**src/sv/adam_gradient_moment_update_top_macros.svh**
```systemverilog
// ----------------------------------------------------------------------------
// adam gradient moment update assertion macros
// shared concurrent assertion forms, empty when synthesized
// ----------------------------------------------------------------------------
`ifndef ADAM_GRADIENT_MOMENT_UPDATE_TOP_MACROS_SVH
`define ADAM_GRADIENT_MOMENT_UPDATE_TOP_MACROS_SVH
`ifndef SYNTHESIS
// implication into the next cycle
`define AGMU_ASSERT_NEXT(name, clk, rst_n, pre, post) \
    name: assert property (@(posedge clk) disable iff (!(rst_n)) (pre) |=> (post)) \
        else $error("agmu assertion failed");
// implication in the same cycle
`define AGMU_ASSERT_SAME(name, clk, rst_n, pre, post) \
    name: assert property (@(posedge clk) disable iff (!(rst_n)) (pre) |-> (post)) \
        else $error("agmu assertion failed");
`else
`define AGMU_ASSERT_NEXT(name, clk, rst_n, pre, post)
`define AGMU_ASSERT_SAME(name, clk, rst_n, pre, post)
`endif
`endif

```
**src/sv/agmu_pkg.sv**
```systemverilog
// ----------------------------------------------------------------------------
// agmu_pkg
// shared widths, reset values, datapath commands and status
// ----------------------------------------------------------------------------
package agmu_pkg;

    localparam int ENTRIES   = 1024;
    localparam int ADDR_W    = $clog2(ENTRIES);
    localparam int ENTRY_W   = 10;
    localparam int GRAD_W    = 32;
    localparam int MOM_W     = 48;
    localparam int BETA_W    = 16;
    localparam int POW_W     = 32;
    localparam int CFG_IDX_W = 2;

    // shared long divider
    localparam int NUM_W = 128;
    localparam int DEN_W = 64;
    localparam int CNT_W = 7;

    // square root unit
    localparam int ROOT_W = 56;
    localparam int SQX_W  = 2 * ROOT_W;

    localparam logic [BETA_W-1:0] BETA_ONE_RST = 16'd58982;
    localparam logic [BETA_W-1:0] BETA_TWO_RST = 16'd65470;
    localparam logic [BETA_W-1:0] STAB_RST     = 16'd43;

    localparam logic [CFG_IDX_W-1:0] CFG_BETA_ONE = 2'd0;
    localparam logic [CFG_IDX_W-1:0] CFG_BETA_TWO = 2'd1;
    localparam logic [CFG_IDX_W-1:0] CFG_STAB     = 2'd2;

    // quotient bits per division
    localparam logic [CNT_W-1:0] ITER_V = 7'd112;
    localparam logic [CNT_W-1:0] ITER_M = 7'd80;
    localparam logic [CNT_W-1:0] ITER_R = 7'd95;

    typedef enum logic [3:0] {
        OP_NONE,
        OP_CLR,
        OP_MA,
        OP_MB,
        OP_SQ,
        OP_VA,
        OP_VB,
        OP_WR,
        OP_SQRT,
        OP_MDIV,
        OP_RDIV,
        OP_OUT
    } t_op;

    typedef struct packed {
        logic take;
        t_op  op;
    } t_cmd;

    typedef struct packed {
        logic clr_last;
        logic div_busy;
        logic sqrt_busy;
        logic den_zero;
        logic out_busy;
    } t_status;

endpackage

```
**src/sv/agmu_ctrl.sv**
```systemverilog
// ----------------------------------------------------------------------------
// agmu_ctrl
// sequencer for moment update, divisions, square root, clearing and output
// ----------------------------------------------------------------------------
module agmu_ctrl import agmu_pkg::*; (
    input  logic    i_clk,
    input  logic    i_rst_n,
    input  logic    i_in_valid,
    input  logic    i_action,
    input  t_status i_status,
    output logic    o_in_ready,
    output t_cmd    o_cmd
);

    typedef enum logic [3:0] {
        S_CLR,
        S_IDLE,
        S_MA,
        S_MB,
        S_SQ,
        S_VA,
        S_VB,
        S_WR,
        S_VWAIT,
        S_SWAIT,
        S_MWAIT,
        S_RWAIT,
        S_OUT
    } t_state;

    t_state r_state;
    t_state n_state;
    t_op    op;
    logic   take;

    assign o_in_ready = r_state == S_IDLE;
    assign take       = i_in_valid && o_in_ready;

    always_comb begin
        n_state = r_state;
        op      = OP_NONE;
        case (r_state)
            S_CLR: begin
                op = OP_CLR;
                if (i_status.clr_last) n_state = S_IDLE;
            end
            S_IDLE: begin
                if (take) n_state = i_action ? S_CLR : S_MA;
            end
            S_MA: begin
                op      = OP_MA;
                n_state = S_MB;
            end
            S_MB: begin
                op      = OP_MB;
                n_state = S_SQ;
            end
            S_SQ: begin
                op      = OP_SQ;
                n_state = S_VA;
            end
            S_VA: begin
                op      = OP_VA;
                n_state = S_VB;
            end
            S_VB: begin
                op      = OP_VB;
                n_state = S_WR;
            end
            S_WR: begin
                op      = OP_WR;
                n_state = S_VWAIT;
            end
            S_VWAIT: begin
                if (!i_status.div_busy) begin
                    op      = OP_SQRT;
                    n_state = S_SWAIT;
                end
            end
            S_SWAIT: begin
                if (!i_status.sqrt_busy) begin
                    op      = OP_MDIV;
                    n_state = S_MWAIT;
                end
            end
            S_MWAIT: begin
                if (!i_status.div_busy) begin
                    op      = OP_RDIV;
                    n_state = i_status.den_zero ? S_OUT : S_RWAIT;
                end
            end
            S_RWAIT: begin
                if (!i_status.div_busy) n_state = S_OUT;
            end
            S_OUT: begin
                if (!i_status.out_busy) begin
                    op      = OP_OUT;
                    n_state = S_IDLE;
                end
            end
            default: n_state = S_IDLE;
        endcase
    end

    always_ff @(posedge i_clk) begin
        if (!i_rst_n) begin
            r_state <= S_CLR;
        end else begin
            r_state <= n_state;
        end
    end

    assign o_cmd.take = take;
    assign o_cmd.op   = op;

endmodule

```
**config.mk**
```make
export PLATFORM = sky130hd
export DESIGN_NAME = agmu_ctrl
export DESIGN_NICKNAME = d
export VERILOG_FILES = /design/src/sv/adam_gradient_moment_update_top_macros.svh /design/src/sv/agmu_pkg.sv /design/src/sv/agmu_ctrl.sv
export SDC_FILE = /design/constraint.sdc
export NUM_CORES = 1
export LEC_CHECK = 0
export BUFFER_PORTS_ARGS = -buffer_cell sky130_fd_sc_hd__buf_2
export CELL_PAD_IN_SITES_DETAIL_PLACEMENT = 1
export CELL_PAD_IN_SITES_GLOBAL_PLACEMENT = 1
export CORE_AREA = 2 2 39 41
export CTS_CLUSTER_SIZE = 8
export DETAILED_ROUTE_END_ITERATION = 16
export DIE_AREA = 0 0 41 43
export PLACE_DENSITY_LB_ADDON = 0.1
export SYNTH_ARGS = -nofsm -noshare
export SYNTH_HDL_FRONTEND = slang
export SYNTH_SLANG_ARGS = --single-unit
export TNS_END_PERCENT = 5
```
**constraint.sdc**
```tcl
create_clock -name i_clk -period 2.1 [get_ports i_clk]
set_input_delay 0.42 -clock i_clk [delete_from_list [all_inputs] [get_ports i_clk]]
set_output_delay 0.42 -clock i_clk [all_outputs]
set_load 0.03 [all_outputs]
```
==> Word-level counts from Yosys, hierarchy flattened <==
Index checks and enable logic that the tools add are counted.
{ "totals": {"regBits": 4, "input_bits": 9, "output_inout_bits": 6, "wordCells": 38} }
{ "op_classes": {"n_eq_ne": 19, "mux": 15, "reduce_logical": 3} }
{ "op_table": {"columns": ["operator", "n"], "rows": [
  ["4-bit one-hot mux with 13 select lines", 1],
  ["4-bit two-way mux", 11],
  ["4-bit one-hot mux with 11 select lines", 1],
  ["4-bit == test (second input constant)", 5],
  ["4-bit by 3-bit == test with 1-bit output (second input constant)", 4],
  ["2-bit inequality test (second input constant)", 6],
  ["4-bit by 2-bit == test with 1-bit output (second input constant)", 2],
  ["7-bit AND reduction", 1],
  ["4-bit by 1-bit == test with 1-bit output (second input constant)", 1],
  ["4-bit logical NOT", 1],
  ["3-bit two-way mux", 1],
  ["2-bit two-way mux", 1],
  ["2-bit by 1-bit inequality test with 1-bit output (second input constant)", 1],
  ["1-bit logical AND", 1]
]} }

==> Logic depth before layout (Yosys ltp) <==
Gate-level depths: netlist (run 1).
{ "logic_depth": {"word_depth": 4, "mapped_depth": 5, "ltp_nobuf": 4} }

==> Least setup slack after synthesis (run 1) <==
OpenSTA, ideal clock, no wires.
{ "synth_path": {"path_kind": "register -> output", "start": "register r_state[1]", "end": "output o_cmd[0] in the netlist's numbering", "t_arrival_ns": 1.149, "required_ns": 1.680, "slack_ns": 0.531, "stages_incl_launch_ff": 6, "path_buffers": 1, "path_cell_list": "dfxtp_1 > buf_2 > nor3_1 > a21oi_1 > nor2_1 > a221o_1"} }
{ "synth_lines": {"columns": ["item", "line", "rtl"], "rows": [
  ["start, declared", "agmu_ctrl.sv:31", "t_state r_state;"],
  ["start signal, assigned", "agmu_ctrl.sv:109", "r_state <= n_state;"],
  ["end, declared", "agmu_ctrl.sv:12", "output t_cmd o_cmd"]
]} }

==> summary.txt, run 1 <==
Floorplan
  • Die area: 1760 µm²
  • Die W: 41 µm
  • Total I/O pin count: 15
  • Initial Utilization: 30.0%
  • Core area: 1380 µm²
  • Num rows: 14
  • Die height: 43 µm

STA
  • Setup violators final: 0
  • Worst Tran Pin Value: 0.437 ns
  • Clk_skew: 0.000418 ns
  • Final period utilization: 91.0%
  • Setup TNS: 0 ns
  • Slew HR: 70.8%
  • Max Slew Vio Count: 0
  • Final hold viol count: 0
  • Clock period minus final worst setup slack: 1.91 ns
  • Unrepaired setup endpoints after global routing: no
  • Max Freq: 0.523 GHz

Clocking
  • H-tree Lvls: 1
  • CTS Hold Buffers Added: 0
  • Root Buffer: clkbuf_4
  • Register clock-pin slew on the reported worst setup and hold paths: 0.04 ns
  • CTS Buffer Depth: 2
  • Num CTS Buffers: 3
  • Post-cts resize count: 0
  • Setup bufs post-CTS: 0
  • CTS tree: done
  • CTS Sinks: 4
  • Clock Latency Late Sink: 0.24 ns

Synthesis
  • Syn nets: 66
  • Synthesized area per cell: 7.29 µm²
  • Distinct cells, synth: 31
  • YS warnings: 0
  • Synth Instances: 57
  • Cell Area, Synth: 415 µm²
  • Register area share after synthesis: 19.3%
  • Synthesized flop and latch total: 4

Pwr
  • Pwr Total: 0.384 mW
  • Lkg Pwr: 0.235 nW
  • PD cells: 756 nW/µm²
  • Max VDD drop: 0.342 mV

Final layout
  • Number of diodes: 0
  • Layout overhead on the synthesized area: 22.3%
  • Area of the multi-input gates: 294 µm²
  • FF+latch area: 82.6 µm²
  • Most flops, register: r_state
  • Number of flip-flops under the largest register name: 4
  • Share of cells above drive strength 1: 32.9%
  • Regs by FF count: r_state: 4 flops
  • Final net count: 81
  • Fillcell total: 186

Global route
  • Initial antenna violation count: 0
  • Grt total ovfl: 0
  • Vias in the first global route: 422
  • Gr usage total: 15.8%
  • Largest net degree at the start of global routing: 17
  • First-pass GRT wire length: 1820 µm

Placement
  • Placed wire-length estimate: 840 µm
  • Routability cong.: 0.647
  • Port Buf Inserts: 14

Detailed routing
  • Vias per cell: 5.37
  • Initial DRC Count: 4
  • Via count: 462
  • Antenna-violating nets left: 0
  • Wire per inst: 12.9 µm
  • Post-route DRC: 0
  • DRT Pass-1 Iters: 3
  • Final wirelength: 1110 µm

Status
  • Status: completed

Min path
  • Worst Hold Class: input port to register

Worst setup path
  • Critical Path AT: 1.49 ns
  • CP Launch Type: register
  • Setup Crit Path Kind: register to output port
  • R2R setup slack: 0.53 ns
  • Crit path max fanout: 16
  • Data required, critical path: 1.68 ns
  • Worst setup EP type: output port

Job
  • Max cap viols: 0
cell usage after synthesis:
cell	instances	area, µm²
nand2_1	6	22.5
nor2_1	5	18.8
dfxtp_1	4	80.1
a21oi_1	3	15.0
and2_1	3	18.8
buf_2	3	15.0
inv_1	3	11.3
buf_4	2	15.0
nand2b_1	2	12.5
nor2b_1	2	12.5
nor3_1	2	10.0
o21ai_0	2	10.0
o31ai_1	2	15.0
a21o_1	1	7.51
a221o_1	1	10.0
a221oi_1	1	8.76
a2bb2oi_1	1	8.76
a311oi_1	1	8.76
a311oi_2	1	15.0
a31oi_1	1	6.26
a32o_1	1	10.0
a32oi_1	1	8.76
and3_1	1	6.26
nand4b_1	1	8.76
nor2_2	1	6.26
nor3b_1	1	7.51
o211a_1	1	10.0
o211ai_2	1	12.5
o32ai_1	1	8.76
or2_1	1	6.26
or3b_1	1	8.76
kinds of logic (layout without fill, tap and decap cells):
group                  after synthesis  in the layout  synth area share, %
AOI/OAI and AO/OA                   19             19                 37.3
buffers and inverters                8             21                 9.94
DFF                                  4              4                 19.3
and+or+nand+nor                     26             26                 33.4
metal layers:
layer	track usage, %	share of wire, %	wire length (µm)
met3	6.28	4.1	46
met2	20.6	45	499
met4	8.00	1.2	13
met1	21.5	50	550
met5	0	0	0
worst max-delay path: stages (launching register included):
cell and delay (ns):
dfxtp_2 0.47, nor2b_1 0.32, a21oi_1 0.08, nor2_1 0.10, a221o_1 0.10, buf_2 0.18
power breakdown:
| group | internal [mW] | switching, mW |
|---|---|---|
| Combinational | 0.0698 | 0.102 |
| Clock | 0.0641 | 0.0340 |
| Sequential | 0.0862 | 0.0277 |
final timing paths:
| path | start | end | cells past startpoint |
|---|---|---|---|
| max | r_state[0] | o_cmd[0] | 5 |
| max reg2reg | r_state[1] | r_state[0] | 5 |
| min reg2reg | r_state[1] | r_state[1] | 2 |
| min | i_rst_n | r_state[3] | 3 |
placed cells by master, fill, tap and decap left out, types with 2 or more instances in the layout:
cell | synthesis | final
nor2b_1 | 2 | 2
nand2b_1 | 2 | 2
o31ai_1 | 2 | 2
inv_1 | 3 | 3
nand2_1 | 6 | 6
clkbuf_4 | 0 | 3
nor2_1 | 5 | 5
a21oi_1 | 3 | 3
dfxtp_1 | 4 | 2
and2_1 | 3 | 3
buf_2 | 3 | 14
dfxtp_2 | 0 | 2
nor3_1 | 2 | 2
o21ai_0 | 2 | 2
layout make-up:
class / count / share of cell area (%)
sequential: 4 / 16.3
multi-input combinational: 45 / 57.9
tap: 16 / 3.94
timing repair buffer: 15 / 15.3
clock buffer: 3 / 4.43
inverter: 3 / 2.22
through the flow:
stage               instances  utilization (%)  worst slack, ns  hold slack [ns]  area, µm²
floorplan                  57                -            0.531            0.590        415
global placement           83             34.9            0.330            0.569        483
detailed placement         83             34.9            0.272            0.563        483
CTS                        86             36.5           0.0106            0.450        505
global route               86             36.7           0.0450            0.505        508
finish                     86             36.7            0.188            0.454        508
Note: power is estimated with default switching activity, not from simulation.
==> run 2, diff against run 1 <==
==> constraint.sdc (replaced) <==
create_clock -name i_clk -period 2.1 [get_ports i_clk]
set_input_delay 0.42 -clock i_clk [delete_from_list [all_inputs] [get_ports i_clk]]
set_output_delay 0.42 -clock i_clk [all_outputs]
set_load 0.01 [all_outputs]
==> run 2 against run 1 <==
Effect of this change:
- non-clock buffer count increased by 2
- combinational power decreased by 8%
- routed wire length increased by 7.6%
- worst setup slack got worse by 0.017 ns
- worst hold slack improved by 0.013 ns
- critical endpoint is now o_cmd[3]
- largest cell class unchanged
==> summary.txt, run 2 (same netlist as run 1, synthesis figures left out) <==
Placement
  • Routability cong.: 0.656 (+1.5%)
  • Placed wire-length estimate: 919 µm (+9.4%)
  • Post-DP Area: 498 µm² (+3.1%)
  • # placed instances: 85 (+2.4%)
  • Port Buf Inserts: 14 (unchanged)
  • Pre-CTS setup slack: 0.432 ns (+0.159 ns)

Final layout
  • Regs by FF count: r_state: 4 flops
  • Most frequent cells in the layout: buf_2, nand2_1, nor2_1
  • Most flops, register: r_state
  • Layout overhead on the synthesized area: 25.3%
  • Fillcell total: 194 (+4.3%)
  • Post-Layout Cell Count: 88 (+2.3%)
  • Final net count: 83 (+2.5%)
  • Number of diodes: 0 (unchanged)
  • Commonest non-fill, non-tap cell in the layout: buf_2
  • Number of flip-flops under the largest register name: 4 (unchanged)
  • Share of cells above drive strength 1: 31.9% (-0.91 points)
  • Fin area: 520 µm² (+2.5%)

Clocking
  • CTS Hold Buffers Added: 0 (unchanged)
  • Root Buffer: clkbuf_4
  • Register clock-pin slew on the reported worst setup and hold paths: 0.04 ns (about the same)
  • CTS Buffer Depth: 2 (unchanged)
  • Setup bufs post-CTS: 0 (unchanged)
  • Post-cts resize count: 0 (unchanged)
  • Num CTS Buffers: 3 (unchanged)
  • H-tree Lvls: 1 (unchanged)
  • CTS tree: done
  • CTS Sinks: 4 (unchanged)
  • Clock Latency Late Sink: 0.23 ns (about the same)

Detailed routing
  • Final wirelength: 1190 µm (+7.6%)
  • Vias per cell: 5.35 (-0.37%)
  • Initial DRC Count: 6 (+2)
  • Via count: 471 (+1.9%)
  • Antenna-violating nets left: 0 (unchanged)
  • DRT Pass-1 Iters: 3 (unchanged)
  • Post-route DRC: 0 (unchanged)
  • Wire per inst: 13.6 µm (+5.1%)

STA
  • Max Slew Vio Count: 0 (unchanged)
  • Unrepaired setup endpoints after global routing: no
  • Final Worst Setup Slack: 0.171 ns (-0.0170 ns)
  • Final hold viol count: 0 (unchanged)
  • Clock period minus final worst setup slack: 1.93 ns (+0.0170 ns)
  • Slew HR: 69.8% (-1.1 points)
  • Setup violators final: 0 (unchanged)
  • Clk_skew: 0.0000259 ns (-0.000392 ns)
  • Max Freq: 0.518 GHz (-0.88%)
  • Setup TNS: 0 ns (unchanged)
  • Worst Tran Pin Value: 0.453 ns (+0.0157 ns)
  • Final period utilization: 91.8% (+0.81 points)

Worst setup path
  • Critical Path AT: 1.51 ns (+0.02 ns)
  • Data required, critical path: 1.68 ns (about the same)
  • CP Launch Type: register
  • Setup Crit Path Kind: register to output port
  • Crit path max fanout: 13 (-3)
  • Worst setup EP type: output port

Min path
  • Worst Hold Class: input port to register

Status
  • Status: completed

Pwr
  • Lkg Pwr: 0.245 nW (+4.2%)
  • Max VDD drop: 0.340 mV (-0.60%)
  • PD cells: 686 nW/µm² (-9.2%)

Floorplan
  • Initial Utilization: 30.0% (unchanged)
  • Core area: 1380 µm² (unchanged)
  • Die height: 43 µm (unchanged)
  • Die area: 1760 µm² (unchanged)
  • Total I/O pin count: 15 (unchanged)
  • Die W: 41 µm (unchanged)
  • Num rows: 14 (unchanged)

Job
  • Max cap viols: 0 (unchanged)

Global route
  • Grt total ovfl: 0 (unchanged)
  • Largest net degree at the start of global routing: 14 (-3)
  • Initial antenna violation count: 0 (unchanged)
  • Gr usage total: 16.4% (+0.60 points)
  • Vias in the first global route: 459 (+8.8%)
  • First-pass GRT wire length: 2000 µm (+9.9%)
[run 2: changes by cell type in the layout (fill, tap and decap cells not counted), sizes merged]
| cell | previous run | this run |
|---|---|---|
| buf | 15 | 17 |
[run 2: final timing paths]
check	from	end	slack, ns	cells after the start
worst min-delay path	i_rst_n	r_state[3]	0.47	3
worst min register to register	r_state[1]	r_state[1]	0.55	2
worst max-delay path	r_state[2]	o_cmd[3]	0.17	5
worst max register to register	r_state[1]	r_state[0]	0.54	5
[run 2: power by group]
part           total (mW)  internal (mW)  switching, mW  leakage (nW)
Sequential          0.108         0.0853         0.0228        0.0328
Clock              0.0916         0.0637         0.0279        0.0138
Combinational       0.158         0.0745         0.0831         0.198
Total               0.357          0.223          0.134         0.245
[run 2: stage by stage]
stage	utilization [%]	power (mW)	hold WS, ns
after global placement	36.0	0.266	0.546
after global routing	37.6	0.395	0.472
after floorplan	-	0.217	0.590
final	37.6	0.357	0.467
after CTS	37.6	0.364	0.455
after detailed placement	36.0	0.266	0.549
[run 2: layout make-up]
cell class                      instances  area [µm²]  share of cell area (%)
Multi-Input combinational cell         45         294                    56.5
Timing Repair Buffer                   17        92.6                    17.8
Sequential cell                         4        80.1                    15.4
Clock buffer                            3        22.5                    4.33
Tap cell                               16        20.0                    3.85
Inverter                                3        11.3                    2.16
[run 2: metal layers]
layer  track usage (%)  share of wire, %  up-vias
met3              4.71               3.4        2
li1                  -                 -      246
met2              23.4                47       11
met1              23.5                50      212
met5                 0                 0        -
met4              4.00              0.17        0
[run 2: worst max-delay path: stages (launching register included)]
cell and delay (ns):
dfxtp_1 0.59, nor3b_1 0.11, a21oi_1 0.17, o32ai_1 0.12, and2_1 0.17, buf_2 0.13
==> run 3, diff against run 2 <==
Settings changed: BUFFER_PORTS_ARGS -buffer_cell sky130_fd_sc_hd__buf_2 to unset, DONT_BUFFER_PORTS set to 1.
Clock period 2.1 ns to 2.3 ns, I/O delays scaled along.
==> run 3 against run 2 <==
Effect of this change:
- non-clock buffer count fell by 16
- via count fell by 10%
- design area fell by 16%
- routed wire length down 3.5%
- power fell by 16%
- core utilization shrank 6.1 points
- clock power down 7.0%
- cell count fell by 18%
- worst hold slack worse by 0.034 ns
- critical path depth decreased by 1
- worst setup slack gained 0.14 ns
- critical path type unchanged
- largest cell class unchanged
- highest routed layer unchanged
==> summary.txt, run 3 (same netlist as run 1, synthesis figures left out) <==
Worst setup path
  • Crit path buf inv count: 0 (-1)
  • Top delay family on crit path: flip-flops
  • CP Launch Type: register
  • RR Startpoint: r_state[3]
  • Crit path max fanout: 16 (+3)
  • Crit-path cells: nor2b_1, a21oi_1, nor2_1, a221o_1
  • Data required, critical path: 1.84 ns (+0.16 ns)
  • Crit-path slowest cell: dfxtp_1
  • Critical Path Source: r_state[0]
  • Worst path max stage delay: 0.60 ns (about the same)
  • Critical Path AT: 1.53 ns (+0.02 ns)
  • Setup Crit Path Kind: register to output port
  • Worst setup EP type: output port

Pwr
  • Switching power: 0.114 mW (-14%)
  • Max VDD drop: 0.242 mV (-29%)
  • Clock share of power: 28.5% (+2.9 points)
  • Lkg Pwr: 0.173 nW (-29%)
  • Switching power share of the total: 38.3% (+0.83 points)
  • P_int: 0.185 mW (-17%)
  • Logic pwr share: 37.7% (-6.4 points)
  • PD cells: 687 nW/µm² (about the same)
  • Register share of total power: 33.8% (+3.6 points)

STA
  • Final hold viol count: 0 (unchanged)
  • Unrepaired setup endpoints after global routing: no
  • Max Freq: 0.502 GHz
  • Worst Tran Pin Value: 0.462 ns (+0.00970 ns)
  • Setup TNS: 0 ns (unchanged)
  • Setup violators final: 0 (unchanged)
  • Hold WS: 0.433 ns (-0.0336 ns)
  • Max Slew Vio Count: 0 (unchanged)
  • Clock period minus final worst setup slack: 1.99 ns
  • Clk_skew: 0.00190 ns (+0.00188 ns)
  • Final period utilization: 86.6%
  • Slew HR: 69.1% (-0.65 points)

Clocking
  • Post-cts resize count: 0 (unchanged)
  • CTS Hold Buffers Added: 0 (unchanged)
  • Root Buffer: clkbuf_4
  • H-tree Lvls: 1 (unchanged)
  • Register clock-pin slew on the reported worst setup and hold paths: 0.04 ns (about the same)
  • Clock Latency Late Sink: 0.23 ns (about the same)
  • Num CTS Buffers: 3 (unchanged)
  • CTS tree: done
  • CTS Buffer Depth: 2 (unchanged)
  • Setup bufs post-CTS: 0 (unchanged)
  • CTS Sinks: 4 (unchanged)

Final layout
  • Commonest non-fill, non-tap cell in the layout: nand2_1
  • Layout overhead on the synthesized area: 4.82%
  • Most flops, register: r_state
  • Regs by FF count: r_state: 4 flops
  • Share of cells above drive strength 1: 12.5% (-19 points)
  • Most frequent cells in the layout: nand2_1, nor2_1, dfxtp_1
  • FF+latch area: 80.1 µm² (unchanged)
  • Area of the multi-input gates: 294 µm² (unchanged)
  • Number of flip-flops under the largest register name: 4 (unchanged)
  • Final net count: 67 (-19%)
  • Number of diodes: 0 (unchanged)
  • Fillcell total: 180 (-7.2%)

Detailed routing
  • DRT Pass-1 Iters: 2 (-1)
  • Via count: 422 (-10%)
  • Post-route DRC: 0 (unchanged)
  • Wire per inst: 16.0 µm (+18%)
  • Initial DRC Count: 5 (-1)
  • Vias per cell: 5.86 (+9.5%)
  • Antenna-violating nets left: 0 (unchanged)
  • Final wirelength: 1150 µm (-3.5%)

Placement
  • Placed wire-length estimate: 857 µm (-6.8%)
  • Port Buf Inserts: 0 (-14)
  • Routability cong.: 0.752 (+15%)

Global route
  • Largest net degree at the start of global routing: 17 (+3)
  • Vias in the first global route: 402 (-12%)
  • Grt total ovfl: 0 (unchanged)
  • Gr usage total: 15.1% (-1.3 points)
  • First-pass GRT wire length: 1800 µm (-10%)
  • Initial antenna violation count: 0 (unchanged)

Min path
  • Worst Hold Class: input port to register
  • Hold Crit Start: i_rst_n

Floorplan
  • Die area: 1760 µm² (unchanged)
  • Total I/O pin count: 15 (unchanged)
  • Num rows: 14 (unchanged)
  • Die W: 41 µm (unchanged)
  • Initial Utilization: 30.0% (unchanged)
  • Die height: 43 µm (unchanged)
  • Core area: 1380 µm² (unchanged)

Job
  • Max cap viols: 0 (unchanged)

Status
  • Status: completed
==> run 3: worst register-to-register path, cell delays in order, from the launching register on <==
cell and delay (ns):
dfxtp_1 0.58, nor2b_1 0.29, nand4b_1 0.24, a21oi_1 0.11, a311oi_2 0.25
==> run 3: layer usage <==
layer  vias up  wire, µm  global-route usage [%]
met4         0         7                    4.00
met2        11       573                    23.1
met5         -         0                       0
li1        213         -                       -
met3         2        53                    4.71
met1       196       517                    19.6
==> run 3: path summary, 6_finish.rpt <==
path,end,slack [ns],cells past startpoint
worst max-delay path,o_cmd[0],0.31,4
worst min-delay path,r_state[3],0.43,2
worst max register to register,r_state[2],0.74,4
worst min register to register,r_state[1],0.67,3
==> run 3: through the flow <==
step / power [mW] / instance area [µm²] / setup WS [ns] / utilization [%] / instances
after CTS: 0.305 / 435 / 0.308 / 31.5 / 72
after floorplan: 0.198 / 415 / 0.780 / - / 57
after detailed placement: 0.216 / 413 / 0.554 / 29.8 / 69
final: 0.299 / 435 / 0.309 / 31.5 / 72
after global placement: 0.211 / 413 / 0.619 / 29.8 / 69
after global routing: 0.327 / 435 / 0.154 / 31.5 / 72
==> run 3: cell type report <==
cell class              instances  share of cell area, %
multi-input cells              45                   67.5
flip-flops and latches          4                   18.4
well taps                      16                   4.60
repair buffers                  1                   1.72
clock buffers                   3                   5.17
inverters                       3                   2.59
==> run 3: power by group through the flow <==
stage	clock, mW	sequential (mW)	combinational (mW)
CTS	0.0900	0.101	0.114
detailed placement	0	0.102	0.114
floorplan	0	0.0859	0.112
finish	0.0852	0.101	0.113
global placement	0	0.101	0.111
global route	0.0973	0.103	0.127
